**config.mk**
```make
export PLATFORM = sky130hd
export DESIGN_NAME = lfsa_csr
export DESIGN_NICKNAME = d
export VERILOG_FILES = /design/src/design/lfsa_pkg.sv /design/src/design/lfsa_csr.sv
export SDC_FILE = /design/constraint.sdc
export NUM_CORES = 1
export LEC_CHECK = 0
export BUFFER_PORTS_ARGS = -buffer_cell sky130_fd_sc_hd__buf_2
export CORE_ASPECT_RATIO = 1.25
export CORE_MARGIN = 8
export CORE_UTILIZATION = 37
export DETAILED_ROUTE_END_ITERATION = 12
export GPL_ROUTABILITY_DRIVEN = 0
export PLACE_DENSITY = 0.84
export RECOVER_POWER = 50
export REMOVE_ABC_BUFFERS = 1
export SYNTH_ARGS = -nofsm -noshare
export SYNTH_HDL_FRONTEND = slang
export SYNTH_SLANG_ARGS = --single-unit
```
**constraint.sdc**
```tcl
create_clock -name clock -period 1.1 [get_ports clock]
set_input_delay 0.055 -clock clock [delete_from_list [all_inputs] [get_ports clock]]
set_output_delay 0.055 -clock clock [all_outputs]
set_load 0.005 [all_outputs]
```
**src/design/lfsa_pkg.sv**
```systemverilog
// Shared types, codes and sizes of the lowest free slot allocator.
package lfsa_pkg;

   // array shape and tag width
   localparam int MAX_LEVELS          = 8;
   localparam int MAX_SLOTS_PER_LEVEL = 32;
   localparam int TAG_BITS            = 32;
   localparam int SLOT_TOTAL          = MAX_LEVELS * MAX_SLOTS_PER_LEVEL;
   localparam int IDX_W               = $clog2(SLOT_TOTAL);

   // result and register field widths
   localparam int STATUS_W   = 2;
   localparam int LVL_W      = 3;
   localparam int POS_W      = 5;
   localparam int LVL_CFG_W  = 4;
   localparam int SPL_CFG_W  = 6;
   localparam int CSR_DATA_W = 32;
   localparam int CSR_ADDR_W = 3;

   typedef enum logic {
      OP_ALLOC = 1'b0,
      OP_FREE  = 1'b1
   } op_type;

   typedef enum logic [STATUS_W-1:0] {
      STATUS_OK        = 2'd0,
      STATUS_NO_FREE   = 2'd1,
      STATUS_NOT_FOUND = 2'd2,
      STATUS_DUPLICATE = 2'd3
   } status_type;

   typedef enum logic {
      REG_LEVEL_COUNT     = 1'b0,
      REG_SLOTS_PER_LEVEL = 1'b1
   } reg_type;

   typedef enum logic [1:0] {
      ST_IDLE  = 2'd0,
      ST_SCAN  = 2'd1,
      ST_REPLY = 2'd2
   } state_type;

   // area in use, already saturated
   typedef struct packed {
      logic [LVL_CFG_W-1:0] lv_use;
      logic [SPL_CFG_W-1:0] sp_use;
   } cfg_type;

   // request token that walks the cell chain
   typedef struct packed {
      logic                valid;
      op_type              op;
      logic [TAG_BITS-1:0] tag;
      logic                free_hit;
      logic [IDX_W-1:0]    free_idx;
      logic                tag_hit;
      logic [IDX_W-1:0]    tag_idx;
   } scan_type;

   // update of one slot once the scan is done
   typedef struct packed {
      logic                en;
      logic                set;
      logic [IDX_W-1:0]    idx;
      logic [TAG_BITS-1:0] tag;
   } commit_type;

endpackage

```
**src/design/lfsa_csr.sv**
```systemverilog
// Configuration registers behind the APB-style port, with saturation to the array size.
module lfsa_csr import lfsa_pkg::*; (
   input  logic                  clock,
   input  logic                  reset,
   input  logic                  csr_psel,
   input  logic                  csr_penable,
   input  logic                  csr_pwrite,
   input  logic [CSR_ADDR_W-1:0] csr_paddr,
   input  logic [CSR_DATA_W-1:0] csr_pwdata,
   output logic [CSR_DATA_W-1:0] csr_prdata,
   output logic                  csr_pready,
   output cfg_type               cfg
);

   logic [LVL_CFG_W-1:0] level_count_ff, level_count_in;
   logic [SPL_CFG_W-1:0] slots_per_level_ff, slots_per_level_in;
   logic                 wr_en;
   reg_type              reg_sel;

   assign csr_pready = 1'b1;
   assign wr_en      = csr_psel && csr_penable && csr_pwrite;
   assign reg_sel    = reg_type'(csr_paddr[2]);

   // write the addressed register
   always_comb begin
      level_count_in     = level_count_ff;
      slots_per_level_in = slots_per_level_ff;
      if (wr_en) begin
         case (reg_sel)
            REG_LEVEL_COUNT:     level_count_in     = csr_pwdata[LVL_CFG_W-1:0];
            REG_SLOTS_PER_LEVEL: slots_per_level_in = csr_pwdata[SPL_CFG_W-1:0];
            default: begin
               level_count_in     = level_count_ff;
               slots_per_level_in = slots_per_level_ff;
            end
         endcase
      end
   end

   always_ff @(posedge clock) begin
      if (reset) begin
         level_count_ff     <= LVL_CFG_W'(MAX_LEVELS);
         slots_per_level_ff <= SPL_CFG_W'(MAX_SLOTS_PER_LEVEL);
      end else begin
         level_count_ff     <= level_count_in;
         slots_per_level_ff <= slots_per_level_in;
      end
   end

   // read back the raw register value
   always_comb begin
      case (reg_sel)
         REG_LEVEL_COUNT:     csr_prdata = CSR_DATA_W'(level_count_ff);
         REG_SLOTS_PER_LEVEL: csr_prdata = CSR_DATA_W'(slots_per_level_ff);
         default:             csr_prdata = '0;
      endcase
   end

   // clamp the area in use to the array size
   assign cfg.lv_use = (level_count_ff > LVL_CFG_W'(MAX_LEVELS)) ?
                       LVL_CFG_W'(MAX_LEVELS) : level_count_ff;
   assign cfg.sp_use = (slots_per_level_ff > SPL_CFG_W'(MAX_SLOTS_PER_LEVEL)) ?
                       SPL_CFG_W'(MAX_SLOTS_PER_LEVEL) : slots_per_level_ff;

endmodule

```
-- After elaboration in Yosys (flattened, before gate mapping)
Cells that the tools add are included.
- register bits: 10
- input bits: 40
- output and inout port bits: 43
- order comparisons: 2
- muxes and demuxes: 3
- bitwise logic cells: 1
- reductions and logical operators: 4
- operators by type and width (operator ; number):
    32-bit one-hot mux with 2 select lines ; 1
    6-bit > comparator, second input constant ; 1
    6-bit 2-to-1 mux ; 1
    4-bit > comparator, second input constant ; 1
    4-bit 2-to-1 mux ; 1
    2-bit AND reduction ; 2
    1-bit logical AND ; 2
    1-bit NOT ; 1

-- Depth between registers and ports, before layout
- depth in word-level cells: 3
- gate-level depth with buffers: 4
- depth with buffers taken out: 2

-- Least setup slack after synthesis
No wires, ideal clock.
- kind: input to register
- from: in csr_paddr[2]
- to: reg slots_per_level_ff[0]
- setup time: 0.072 ns
- data arrival time: 0.622 ns
- data required time: 1.028 ns
- path slack: 0.406 ns
- stages on the path: 4
- path buffers: 2
- path through: buf_6 > and4_4 > buf_8 > mux2i_1
- longest elaborated chain between the ends: 1
- ends and longest elaborated chain (item ; line ; source):
    from (decl) ; lfsa_csr.sv:8 ; input logic [CSR_ADDR_W-1:0] csr_paddr,
    2-bit AND reduction (no line) ; n/a ;
    to (signal assigned) ; lfsa_csr.sv:43 ; slots_per_level_ff <= SPL_CFG_W'(MAX_SLOTS_PER_LEVEL);
    to (signal assigned) ; lfsa_csr.sv:46 ; slots_per_level_ff <= slots_per_level_in;
    to (decl) ; lfsa_csr.sv:16 ; logic [SPL_CFG_W-1:0] slots_per_level_ff, slots_per_level_in;
Every way passes these cells.
A chain may end at the register's enable or synchronous reset.

-- Final worst setup path
- from: reg level_count_ff[3]
- to: out csr_prdata[3]
- longest elaborated chain between the ends: 1
- ends and longest elaborated chain (item ; line ; source):
    from (decl) ; lfsa_csr.sv:15 ; logic [LVL_CFG_W-1:0] level_count_ff, level_count_in;
    from (signal assigned) ; lfsa_csr.sv:42 ; level_count_ff <= LVL_CFG_W'(MAX_LEVELS);
    from (signal assigned) ; lfsa_csr.sv:45 ; level_count_ff <= level_count_in;
    32-bit one-hot mux with 2 select lines ; lfsa_csr.sv:52 ; case (reg_sel)
    to (decl) ; lfsa_csr.sv:10 ; output logic [CSR_DATA_W-1:0] csr_prdata,
Every way passes these cells. The select of a mux whose other input is x is not followed.

==> impl_summary.md <==
Placement
The placed wire-length estimate is 1410 µm. The cell count after placement is 128. Buffers placed on the I/O ports in this run total 27. The worst slack at placement is 243 ps.

The placement-stage cell area is 798 µm².

STA
The time the final worst path needs with I/O delays and setup is between 1000 and 1500 ps. Derived from the worst setup path, the maximum achievable clock frequency is 947 MHz. Adding up every negative setup slack in the final design gives 0 ps. Setup violations remaining at the end of the flow were counted as 0. The max-slew violation count is 0. The clock tree skew after final layout is 0 ps. The count of final hold-check violations was 0. The final setup slack of the worst path is 44.3 ps. Hold timing on the final database bottoms out at a slack of 47.5 ps. The final critical path takes up between 90% and 100% of the cycle.

Setup repair after global routing left no endpoint under its margin.

Layout
The post-route netlist has 36.8% of its cells at a drive strength greater than 1. The net count of the finished layout is 155. The number of antenna cells inserted is 0. After routing the design area is 855 µm².

The synthesis-to-finish area growth is 8.93%. Cells fill 43.1% of the core in the end. Leaving out filler cells and counting taps, the final layout contains 134.

Clock tree
The cell at the root of the clock tree is clkbuf_4. The number of H-tree levels is 1. The TritonCTS sink count is 10.

The clock transition at the register clock pins on the worst setup and hold paths after CTS is 70 ps. The number of clock buffers inserted by TritonCTS is 3. The CTS tree is built. For the worst-skew pair, the clock arrives at the later sink with an insertion delay of 270 ps. The clock passes through at most 2 buffers.

Floorplanning
The area of the core region is 1980 µm². The count of boundary I/O pins is 83. The standard-cell row count is 18. The die covers 3860 µm². The starting density of the core is 39.6%. The width of the die is 57.2 µm. The vertical extent of the die is 67.5 µm.

Run
The number of max-capacitance violations reported is 0.

Worst setup path
The logic depth of the worst register-to-register path is 2. At the worst endpoint, the required time is about 1000 ps. Of all nets on the critical path, the largest fanout is 4. The endpoint identified for the worst register-to-register timing path is slots_per_level_ff[5]$_SDFFE_PP1P_.

The arrival time at the worst endpoint is 1000 ps. The startpoint identified for the worst register-to-register timing path is slots_per_level_ff[5]$_SDFFE_PP1P_. The category of the critical setup timing path is reg -> out.

The signal on the critical path passes through mux2_2, buf_2. Among all stages on the critical path, the largest delay is contributed by dfxtp_4. The maximum single-stage delay on the critical path is between 300 and 400 ps.

The reg2reg setup slack is around 430 ps. The worst setup path is launched from a flip-flop. The element type at the critical path end is an output pin.

Global routing
The busiest layer in global routing is met2. The global-route congestion overflow total is 0. The wire length of the first global-routing pass is 2470 µm. The via count of the first global-routing pass is about 540. The global-route met2 utilization is 13.2%. The global-route met3 utilization is 4.69%. The combined global-route utilization of all metal layers is between 8 and 9%.

The initial antenna violation count is 0. The largest net degree at the start of global routing is 18. For this run, global-route usage on met1 was measured as around 7.7%.

Synth
Each instance of the synthesized netlist takes up on average 8.91 µm². The count of cell types in the netlist is 15. The number of storage elements in the synthesis netlist is 10.

The mapped netlist covers 785 µm². Yosys printed 0 warnings. For this run, the register share of the synthesized area comes to 25.5%. The number of instances in the synthesized netlist is 88.

Power
The power density over cell area is 970 nW/µm². The design draws between 0.8 and 0.9 mW. The leakage power is 0.430 nW. The worst ir drop on vdd is 0.418 mV.

Drt
The total via count in the routed design is 565. After detailed routing, the number of remaining DRC violations is 0. The average via count per standard cell is between 4 and 5. The first TritonRoute pass finished after 4 iterations. The final routed wirelength across all metal layers is 1690 µm. Once detail routing completed, the nets flagged for antenna violations numbered 0. For this block, the initial DRC count from the detailed router was 7. The routed wirelength normalized by instance count is 12.6 µm.

Hold path
Along the worst hold path, the cell count comes to 3. The endpoint with the worst hold slack is slots_per_level_ff[3]$_SDFFE_PP0P_. In this run the most critical hold path is launched from csr_pwdata[3]. The class of the tightest hold or removal check is in -> reg.

Outcome
The run finished with clean final reports.
## worst max-delay path: cells and delay by family, from the launching register on
family,cells,cell delay (ps)
flip-flops,1,350
buffers and inverters,1,120
multiplexers,1,250
## placed cells by master, fill, tap and decap left out, drive strengths merged
cell,netlist,layout
buf,29,29
conb,2,27
nand2b,13,13
mux2i,10,10
dfxtp,10,10
nor2b,8,8
mux2,4,4
nor2,4,4
clkbuf,3,4
and2,2,2
and4,1,1
nand4b,1,1
and4b,1,1
## Yosys cell counts (all sizes together)
master	count	area (µm²)
nand4b	1	8.76
dfxtp	10	200
nor2	4	15.0
clkbuf	3	11.3
and2	2	15.0
mux2	4	45.0
nand2b	13	81.3
buf	29	229
and4b	1	10.0
conb	2	7.51
and4	1	11.3
mux2i	10	100
nor2b	8	50.1
## metal layers
metal / up-vias / wire [µm] / share of wire [%]
met5: - / 0 / 0
met4: 0 / 41 / 2.4
met3: 5 / 275 / 16
met2: 35 / 770 / 45
met1: 250 / 605 / 36
li1: 275 / - / -
## state kept, by name (all words and copies together) (netlist names)
register            cells
slots_per_level_ff      6
level_count_ff          4
## cell type report
type                    count  area (µm²)
multi-input cells          71         438
repair buffers             29         150
clock buffers               4        36.3
well taps                  20        25.0
fillers                   212        1130
flip-flops and latches     10         205
## cells by family after synthesis
kind of cell | after synthesis | synth area share (%)
buffers and inverters | 32 | 30.6
AND/OR/NAND/NOR | 30 | 24.4
multiplexers | 14 | 18.5
flip-flops | 10 | 25.5
other | 2 | 0.957
## how the worst max path moves through the flow
stage,from,endpoint,slack [ps],cells past startpoint
6_report,level_count_ff[3]$_SDFFE_PP1P_,csr_prdata[3],40,2
5_1_grt,level_count_ff[3]$_SDFFE_PP1P_,csr_prdata[3],2,2
4_1_cts,level_count_ff[3]$_SDFFE_PP1P_,csr_prdata[3],30,2
3_5_place_dp,csr_paddr[2],slots_per_level_ff[2]$_SDFFE_PP0P_,240,3
3_3_place_gp,csr_paddr[2],slots_per_level_ff[1]$_SDFFE_PP0P_,290,3
2_1_floorplan,level_count_ff[3]$_SDFFE_PP1P_,csr_prdata[3],440,1
## report_power, final
group / switching (mW) / internal (mW) / leakage [nW]
Combinational: 0.0634 / 0.0514 / 0.328
Sequential: 0.00670 / 0.368 / 0.0804
Clock: 0.137 / 0.201 / 0.0210
## repair_timing
| action | CTS | global route |
|---|---|---|
| buffers inserted | 0 | 2 |
| endpoints found under the hold margin | 0 | 0 |
| endpoints found under the setup margin | 2 | 1 |
| gates resized for setup | 2 | 1 |
| cloned | 0 | 0 |
| hold buffers | 0 | 0 |
No activity file was read; power rests on OpenSTA's default activity.
