## src/design/lfsa_pkg.sv

```systemverilog
// Shared types, codes and sizes of the lowest free slot allocator.
package lfsa_pkg;

   // array shape and tag width
   localparam int MAX_LEVELS          = 8;
   localparam int MAX_SLOTS_PER_LEVEL = 32;
   localparam int TAG_BITS            = 32;
   localparam int SLOT_TOTAL          = MAX_LEVELS * MAX_SLOTS_PER_LEVEL;
   localparam int IDX_W               = $clog2(SLOT_TOTAL);

   // result and register field widths
   localparam int STATUS_W   = 2;
   localparam int LVL_W      = 3;
   localparam int POS_W      = 5;
   localparam int LVL_CFG_W  = 4;
   localparam int SPL_CFG_W  = 6;
   localparam int CSR_DATA_W = 32;
   localparam int CSR_ADDR_W = 3;

   typedef enum logic {
      OP_ALLOC = 1'b0,
      OP_FREE  = 1'b1
   } op_type;

   typedef enum logic [STATUS_W-1:0] {
      STATUS_OK        = 2'd0,
      STATUS_NO_FREE   = 2'd1,
      STATUS_NOT_FOUND = 2'd2,
      STATUS_DUPLICATE = 2'd3
   } status_type;

   typedef enum logic {
      REG_LEVEL_COUNT     = 1'b0,
      REG_SLOTS_PER_LEVEL = 1'b1
   } reg_type;

   typedef enum logic [1:0] {
      ST_IDLE  = 2'd0,
      ST_SCAN  = 2'd1,
      ST_REPLY = 2'd2
   } state_type;

   // area in use, already saturated
   typedef struct packed {
      logic [LVL_CFG_W-1:0] lv_use;
      logic [SPL_CFG_W-1:0] sp_use;
   } cfg_type;

   // request token that walks the cell chain
   typedef struct packed {
      logic                valid;
      op_type              op;
      logic [TAG_BITS-1:0] tag;
      logic                free_hit;
      logic [IDX_W-1:0]    free_idx;
      logic                tag_hit;
      logic [IDX_W-1:0]    tag_idx;
   } scan_type;

   // update of one slot once the scan is done
   typedef struct packed {
      logic                en;
      logic                set;
      logic [IDX_W-1:0]    idx;
      logic [TAG_BITS-1:0] tag;
   } commit_type;

endpackage

```

## src/design/lfsa_cell.sv

```systemverilog
// One slot of the allocator: occupied mark, holder tag and one stage of the scan chain.
module lfsa_cell import lfsa_pkg::*; (
   input  logic             clock,
   input  logic             reset,
   input  logic [IDX_W-1:0] cell_idx,
   input  logic [IDX_W-1:0] cell_level,
   input  logic [IDX_W-1:0] cell_pos,
   input  cfg_type          cfg,
   input  scan_type         scan_in,
   input  commit_type       commit,
   output scan_type         scan_out
);

   logic                occupied_ff, occupied_in;
   logic [TAG_BITS-1:0] tag_ff, tag_in;
   logic                tok_valid_ff;
   scan_type            tok_ff, tok_in;
   logic                in_use;
   logic                commit_hit;

   assign in_use = (cell_level < IDX_W'(cfg.lv_use)) && (cell_pos < IDX_W'(cfg.sp_use));
   assign commit_hit = commit.en && (commit.idx == cell_idx);

   // take or release this slot when the controller picks it
   always_comb begin
      occupied_in = occupied_ff;
      tag_in      = tag_ff;
      if (commit_hit) begin
         occupied_in = commit.set;
         if (commit.set) begin
            tag_in = commit.tag;
         end
      end
   end

   // mark the first free slot in use and the first holder of the tag
   always_comb begin
      tok_in = scan_in;
      if (!scan_in.free_hit && in_use && !occupied_ff) begin
         tok_in.free_hit = 1'b1;
         tok_in.free_idx = cell_idx;
      end
      if (!scan_in.tag_hit && occupied_ff && (tag_ff == scan_in.tag)) begin
         tok_in.tag_hit = 1'b1;
         tok_in.tag_idx = cell_idx;
      end
   end

   always_ff @(posedge clock) begin
      if (reset) begin
         occupied_ff  <= 1'b0;
         tok_valid_ff <= 1'b0;
      end else begin
         occupied_ff  <= occupied_in;
         tok_valid_ff <= scan_in.valid;
      end
   end

   // hand the token on; stored tag has no reset
   always_ff @(posedge clock) begin
      tag_ff <= tag_in;
      tok_ff <= tok_in;
   end

   always_comb begin
      scan_out       = tok_ff;
      scan_out.valid = tok_valid_ff;
   end

endmodule

```

## config.mk

```make
export PLATFORM = sky130hd
export DESIGN_NAME = lfsa_cell
export DESIGN_NICKNAME = d
export VERILOG_FILES = /design/src/design/lfsa_pkg.sv /design/src/design/lfsa_cell.sv
export SDC_FILE = /design/constraint.sdc
export NUM_CORES = 1
export LEC_CHECK = 0
export ABC_AREA = 1
export ABC_CLOCK_PERIOD_IN_PS = 1800
export BUFFER_PORTS_ARGS = -buffer_cell sky130_fd_sc_hd__buf_4
export CORE_AREA = 2 2 95 97
export CTS_BUF_LIST = sky130_fd_sc_hd__clkbuf_8 sky130_fd_sc_hd__clkbuf_16
export CTS_CLUSTER_DIAMETER = 150
export DETAILED_ROUTE_END_ITERATION = 10
export DIE_AREA = 0 0 97 99
export PLACE_DENSITY = 0.86
export SYNTH_ARGS = -nofsm -noshare
export SYNTH_HDL_FRONTEND = slang
export SYNTH_SLANG_ARGS = --single-unit
```

## constraint.sdc

```tcl
create_clock -name clock -period 1.8 [get_ports clock]
set_clock_uncertainty 0.1 [all_clocks]
set_input_delay 0.36 -clock clock [delete_from_list [all_inputs] [get_ports clock]]
set_output_delay 0.36 -clock clock [all_outputs]
set_load 0.005 [all_outputs]
```

# == Yosys cells after proc, flatten, opt, wreduce, memory -nomap -nowiden ==
# Cells that the tools add are included.
# classes
n_lt_le_gt_ge,2
eq_ne,2
muxes,2
n_reduce_logical,10
# ops
op,count
$eq 32x32->1,1
$mux 8,2
$eq 8x8->1,1
$lt 8x4->1,1
$lt 8x6->1,1
$logic_and 1x1->1,6
$logic_not 1->1,3
$reduce_and 2->1,1
# word_totals
ff_bits,85
inputBits,130
out_inout_bits,52
wordCells,25

# == Longest topological paths before layout ==
# Gate-level depths: netlist of run 1.
# depth
depth_word,5
depth_mapped,11
mapped_depth_nobuf,11

# == Least setup slack after synthesis of run 1 ==
# Ideal clock, no wire load.
# synth_timing
path_kind,in2reg
from,input port commit[37] (netlist bit)
to,register tag_ff[0] (enable)
arrival_time_ns,1.488
path_slack_ns,-0.175
cell_stages,6
path_buffers,0
path_cell_list,inv_1 > nand2_1 > nand2_1 > nor3_1 > nand4_1 > inv_1
# synth_via
elab_chain_cells,3
# synth_rtl
item,line,rtl
start: declaration,lfsa_cell.sv:10,"input commit_type commit,"
$eq 8x8->1,lfsa_cell.sv:22,assign commit_hit = commit.en && (commit.idx == cell_idx);
$logic_and 1x1->1,lfsa_cell.sv:22,
$reduce_and 2->1 (no line),--,
end signal: assignment,lfsa_cell.sv:61,tag_ff <= tag_in;
end: declaration,lfsa_cell.sv:15,"logic [TAG_BITS-1:0] tag_ff, tag_in;"
# No other way between the ends.
# A chain may end at the register's enable or synchronous reset.

==> metrics.md, run 1 <==
| Metric | Value |
|---|---|
| Max-slew violations | 0 |
| Crit Path Max Fanout | 9 |
| Worst EP required | 1940 ps |
| Switching share of power | 0.211 |
| HP Class | primary input to flop |
| Yosys reg bits | 85 |
| Outcome | completed |
| Total global-route track usage | 0.190 |
| Post-layout nets | around 720 |
| Clock Power Share | 0.376 |
| # rows | 34 |
| Slowest cell on the critical path | edfxtp_1 |
| Post-DP HPWL | roughly 7.6 mm |
| Initial antenna violation count | 0 |
| Synth Cell Area | roughly 3400 um2 |
| Critical Path Max Stage Delay | approximately 430 ps |
| Ports | 182 |
| Setup bufs post-CTS | 0 |
| CTS sink cnt | 85 |
| Die H | roughly 100 um |
| Worst-path clk slew | 80 ps |
| Predominant post-synthesis flop cell | dfxtp_1 |
| Post-synth EDFFs | 32 |
| Routed via count | around 3100 |
| Crit end category | flop |
| Port-buffer cells | approximately 180 |
| CTS buffer count | 9 |
| First-pass GRT wire length | 14.4 mm |
| Setup TNS | 0 ps |
| Register area share after synthesis | 0.600 |
| CTS tree | built |
| Initial Util | 0.394 |
| CP Class | flop to flop |
| Tmin final | 1560 ps |
| Final WS setup | approximately 240 ps |
| Worst Path Buf+Inv | 1 |
| Maxcap violations | 0 |
| # DRC | 0 |
| Vias in the first global route | 3231 |
| H-tree depth | 3 |
| Final Hold Vio Count | 0 |
| Overflow after GRT | 0 |
| Synth top area share | 0.315 |
| Iter 0 DRT Violations | 70 |
| Fillers | roughly 740 |
| Mapped Cells | around 380 |
| Root Buffer | clkbuf_8 |
| Routability cong. | about 0.87 |
| Net Switching | ~880 uW |
| Core Footprint | 8550 um2 |
| Synthesized area per cell | between 8 and 9 um2 |
| Pre-CTS setup slack | -93.5 ps |
| Distinct cells, synth | 22 |
| Largest net degree at the start of global routing | 18 |
| # setup viols final | 0 |
| Clk Latency, worst-skew pair | roughly 350 ps |
| Critical-path cell list | inv_1 -> nand2_1 -> nand2_1 -> nand2_1 -> nor2_1 -> nand2_1 -> nor2_2 -> nand3_4 -> nand2_1 -> nand2_1 |
| Syn nets | between 500 and 600 |
| Largest area contributor in the netlist | dfxtp_1 |
| Area Growth Syn to Fin | 55.8% |
| P_leak | 0.00275 uW |
| Inserted Diodes | 0 |
| Post-route ant nets | 0 |
| RSZ-0062 raised after global routing | false |
| Worst EP arrival | between 1500 and 2000 ps |
| Die area | roughly 9600 um2 |
| Combinational share of power | 0.125 |
| CP delay by family, top | simple AND/OR/NAND/NOR gates |
| Number of synthesis warnings | 0 |
| Critical Path Most Common Cell | nand2_1 |
| Highest clock rate | 0.640 GHz |
| Die span in x | just under 100 um |
| Period utilisation layout | 0.868 |
| Pwr dens | 793 nW/um2 |
| Vias per cell | 4.40 |
| Slew headroom | 0.832 |
| Largest cells by area after synthesis | dfxtp_1 (31%), edfxtp_1 (29%), nand2_1 (14%) |
| Worst Tran Pin Value | approximately 250 ps |
| P_int | 3280 uW |
| Final wirelength | about 9.2 mm |
| Sequential Power Share | 0.498 |
| First drt pass iteration count | 4 |
| Max Buffers Root-to-Sink | 2 |
| Worst vdd ir | 0.730 mV |
| Synth async-reset ratio | 0 |
| Wire per inst | around 13 um |
| Share of cells above drive strength 1 | 0.369 |
| CP Launch Type | flop |
-- repair_timing --
action | 4_1_cts | 5_1_grt
hold endpoints to repair | 1 | 2
hold buffers | 1 | 2
gates resized for setup | 0 | 2
setup endpoints to repair | 0 | 8
-- synth_stat cells, types with 3 or more instances --
library cell / count
nand4_1: 10
inv_1: 74
o21ai_0: 5
nand2_1: 125
edfxtp_1: 32
dfxtp_1: 53
ha_1: 8
o22ai_1: 3
nand3_1: 14
xnor2_1: 8
nor2_1: 31
a21oi_1: 3
-- metal layers --
layer	up-vias	global-route usage	routed length [um]	part of all wire
li1	1568	-	-	-
met1	1378	0.210	3640	0.39
met2	101	0.345	4870	0.53
met3	15	0.0582	557	0.060
met4	0	0.0704	177	0.019
met5	-	0	0	0
-- kinds of logic after synthesis --
kind of cell | share of synthesized area
fa+ha+maj | 0.0297
compound gates | 0.0260
xor+xnor | 0.0260
buf+inv | 0.0846
simple gates | 0.234
flops | 0.600
-- cells in the final DEF, fill, tap and decap left out, drive strengths merged --
| cell | n |
|---|---|
| dfxtp | 53 |
| clkinvlp | 1 |
| nand2 | 125 |
| o21ai | 6 |
| nor2 | 33 |
| dlygate4sd3 | 3 |
| edfxtp | 32 |
| bufinv | 2 |
| clkinv | 1 |
| nand4 | 10 |
| a21oi | 3 |
| nor3 | 1 |
| nand3 | 16 |
| xnor2 | 8 |
| or2 | 1 |
| inv | 74 |
| xor2 | 2 |
| and3 | 1 |
| a211oi | 1 |
| ha | 8 |
| buf | 192 |
| clkbuf | 12 |
| o22ai | 3 |
-- cell type report --
| type | count | area, um2 | area share |
|---|---|---|---|
| clock inverter | 4 | 77.6 | 0.0148 |
| clock buffer | 12 | 165 | 0.0315 |
| multi-input combinational | 218 | 1070 | 0.204 |
| sequential | 85 | 2020 | 0.385 |
| inverter | 74 | 282 | 0.0536 |
| tap | 108 | 135 | 0.0257 |
| timing repair buffer | 195 | 1500 | 0.285 |
-- power groups by stage --
stage	clock network, uW	registers, uW	logic (uW)
floorplan	0	2130	132
global placement	0	2120	504
detailed placement	0	2120	519
CTS	1600	2070	522
global route	1690	2080	574
finish	1570	2070	522
-- state kept, by name, summed over array words and instances, names as in the netlist --
name          count
scan_out         51
occupied_ff       1
tok_valid_ff      1
tag_ff           32
-- final timing paths --
check,start,end,slack (ps),cells past startpoint
worst max-delay path,tag_ff[2],scan_out[4],240,10
worst min-delay path,scan_in[41],scan_out[41],30,1
worst max register to register,tag_ff[2],scan_out[4],240,10
worst min register to register,occupied_ff,occupied_ff,390,2
-- metrics by stage --
stage	instance area, um2	instances	hold WS, ps	power, uW	util
after global placement	4970	677	366	2620	0.581
after CTS	5220	694	6.00	4200	0.611
after floorplan	3370	378	288	2260	-
final	5250	696	25.0	4160	0.614
after detailed placement	4970	677	366	2640	0.581
after global routing	5250	696	1.73	4350	0.614
No activity file was read; power rests on OpenSTA's default activity.
==> inputs of run 2 (changes only) <==
--- a/config.mk
+++ b/config.mk
@@ -14,6 +14,7 @@
 export DETAILED_ROUTE_END_ITERATION = 10
 export DIE_AREA = 0 0 97 99
 export PLACE_DENSITY = 0.86
+export RECOVER_POWER = 50
 export SYNTH_ARGS = -nofsm -noshare
 export SYNTH_HDL_FRONTEND = slang
 export SYNTH_SLANG_ARGS = --single-unit
==> metrics.md, run 2 (synthesized netlist as in run 1, its figures left out) <==
| Metric | Value |
|---|---|
| Outcome | completed |
| Port-buffer cells | 181 (unchanged) |
| Setup TNS | 0 ps (unchanged) |
| # DRC | 0 (unchanged) |
| Setup bufs post-CTS | 0 (unchanged) |
| Final WS setup | 237 ps (+0.104 ps) |
| # rows | 34 (unchanged) |
| Final core utilization | 0.601 (-0.0136) |
| Die span in x | 97 um (unchanged) |
| Tmin final | 1560 ps (-0.104 ps) |
| Number of flip-flops in the largest register | 51 (unchanged) |
| Iter 0 DRT Violations | 68 (-2.9%) |
| Clk Latency, worst-skew pair | 350 ps (about the same) |
| Die area | 9600 um2 (unchanged) |
| Worst Tran Pin Value | 250 ps (unchanged) |
| Total Power | 4130 uW (-0.88%) |
| First-pass GRT wire length | 14.4 mm (unchanged) |
| Max-slew violations | 0 (unchanged) |
| CTS tree | built |
| Initial Util | 0.394 (unchanged) |
| Overflow after GRT | 0 (unchanged) |
| Largest net degree at the start of global routing | 18 (unchanged) |
| # setup viols final | 0 (unchanged) |
| Root Buffer | clkbuf_8 |
| Worst EP arrival | 1700 ps (about the same) |
| Share of cells above drive strength 1 | 0.316 (-0.0527) |
| Wire per inst | 13.2 um (-0.35%) |
| Most frequent cells in the layout | nand2_1 (125), buf_4 (106), inv_1 (73), clkbuf_4 (53), dfxtp_1 (53) |
| Slew headroom | 0.832 (unchanged) |
| Reg2reg start | tag_ff[2] |
| Most common cell after layout, fill and taps aside | nand2_1 |
| Inserted Diodes | 0 (unchanged) |
| Post-layout nets | 721 (unchanged) |
| Area Growth Syn to Fin | 52.3% |
| CP Class | flop to flop |
| Maxcap violations | 0 (unchanged) |
| RSZ-0062 raised after global routing | false |
| Vias per cell | 4.40 (about the same) |
| Hold path startpoint | scan_in[41] |
| Initial antenna violation count | 0 (unchanged) |
| Pre-CTS setup slack | -93.5 ps (unchanged) |
| Total global-route track usage | 0.190 (unchanged) |
| Post-DP HPWL | 7.64 mm (unchanged) |
| Worst-path clk slew | 90 ps (about the same) |
| Routed via count | 3060 (-0.065%) |
| Critical path origin | tag_ff[2] |
| CP Launch Type | flop |
| Worst vdd ir | 0.728 mV (-0.25%) |
| CTS sink cnt | 85 (unchanged) |
| Crit Path Max Fanout | 9 (unchanged) |
| Fillers | 781 (+6.0%) |
| Crit end category | flop |
| CTS buffer count | 9 (unchanged) |
| Core Footprint | 8550 um2 (unchanged) |
| Pwr dens | 804 nW/um2 (+1.4%) |
| Final wirelength | 9.22 mm (-0.35%) |
| Routability cong. | 0.866 (unchanged) |
| Worst hold slack | 46.5 ps (+21.5 ps) |
| Vias in the first global route | 3231 (unchanged) |
| Max Buffers Root-to-Sink | 2 (unchanged) |
| Post-route ant nets | 0 (unchanged) |
| Period utilisation layout | 0.868 (about the same) |
| Final Hold Vio Count | 0 (unchanged) |
| Worst EP required | 1940 ps (about the same) |
| Die H | 99 um (unchanged) |
| First drt pass iteration count | 4 (unchanged) |
| Ports | 182 (unchanged) |
| P_leak | 0.00262 uW (-4.5%) |
| HP Class | primary input to flop |
| Highest clock rate | 0.640 GHz (about the same) |
| H-tree depth | 3 (unchanged) |
-- run 2: changes by cell type in the layout (fill, tap and decap cells not counted) --
cell / change
buf_4: -84
clkbuf_1: +31
clkbuf_4: +53
-- run 2: critical path, stage by stage, from the launching register on --
cell      delay, ps
edfxtp_1        430
inv_1           100
nand2_1          70
nand2_1          60
nand2_1          60
nor2_1          100
nand2_1          80
nor2_2          170
nand3_4         150
nand2_1         100
nand2_1          50
-- run 2: stage by stage --
| step | instances | area (um2) |
|---|---|---|
| CTS | 694 | 5220 |
| finish | 696 | 5130 |
| detailed placement | 677 | 4970 |
| global route | 696 | 5130 |
| global placement | 677 | 4970 |
| floorplan | 378 | 3370 |
-- run 2: metal layers --
layer,wire length (um),GRT usage,vias up
met2,4820,0.345,99
met3,573,0.0582,15
met5,0,0,-
met4,176,0.0704,0
met1,3640,0.210,1377
li1,-,-,1569
-- run 2: final cells by class --
cell class                      instances  area [um2]  area share
Multi-Input combinational cell        218        1070       0.209
Clock buffer                           12         165      0.0322
Timing Repair Buffer                  195        1380       0.269
Tap cell                              108         135      0.0263
Clock inverter                          4        77.6      0.0151
Sequential cell                        85        2020       0.394
Inverter                               74         282      0.0548
-- run 2: worst paths after layout --
| path | endpoint | slack, ps | depth (start not counted) |
|---|---|---|---|
| worst min-delay path | scan_out[41] | 50 | 1 |
| worst max register to register | scan_out[4] | 240 | 10 |
| worst max-delay path | scan_out[4] | 240 | 10 |
| worst min register to register | occupied_ff | 380 | 2 |
-- run 2: power by group --
part	leakage, uW	internal, uW	switching [uW]
clock network	0.000123	903	663
registers	0.000734	2050	18.4
logic	0.00177	290	197
total	0.00262	3250	878
-- run 2: repair_timing --
action	in CTS	in global routing
setup endpoints to repair	0	8
gates resized for setup	0	2
hold endpoints to repair	1	2
hold buffers	1	2
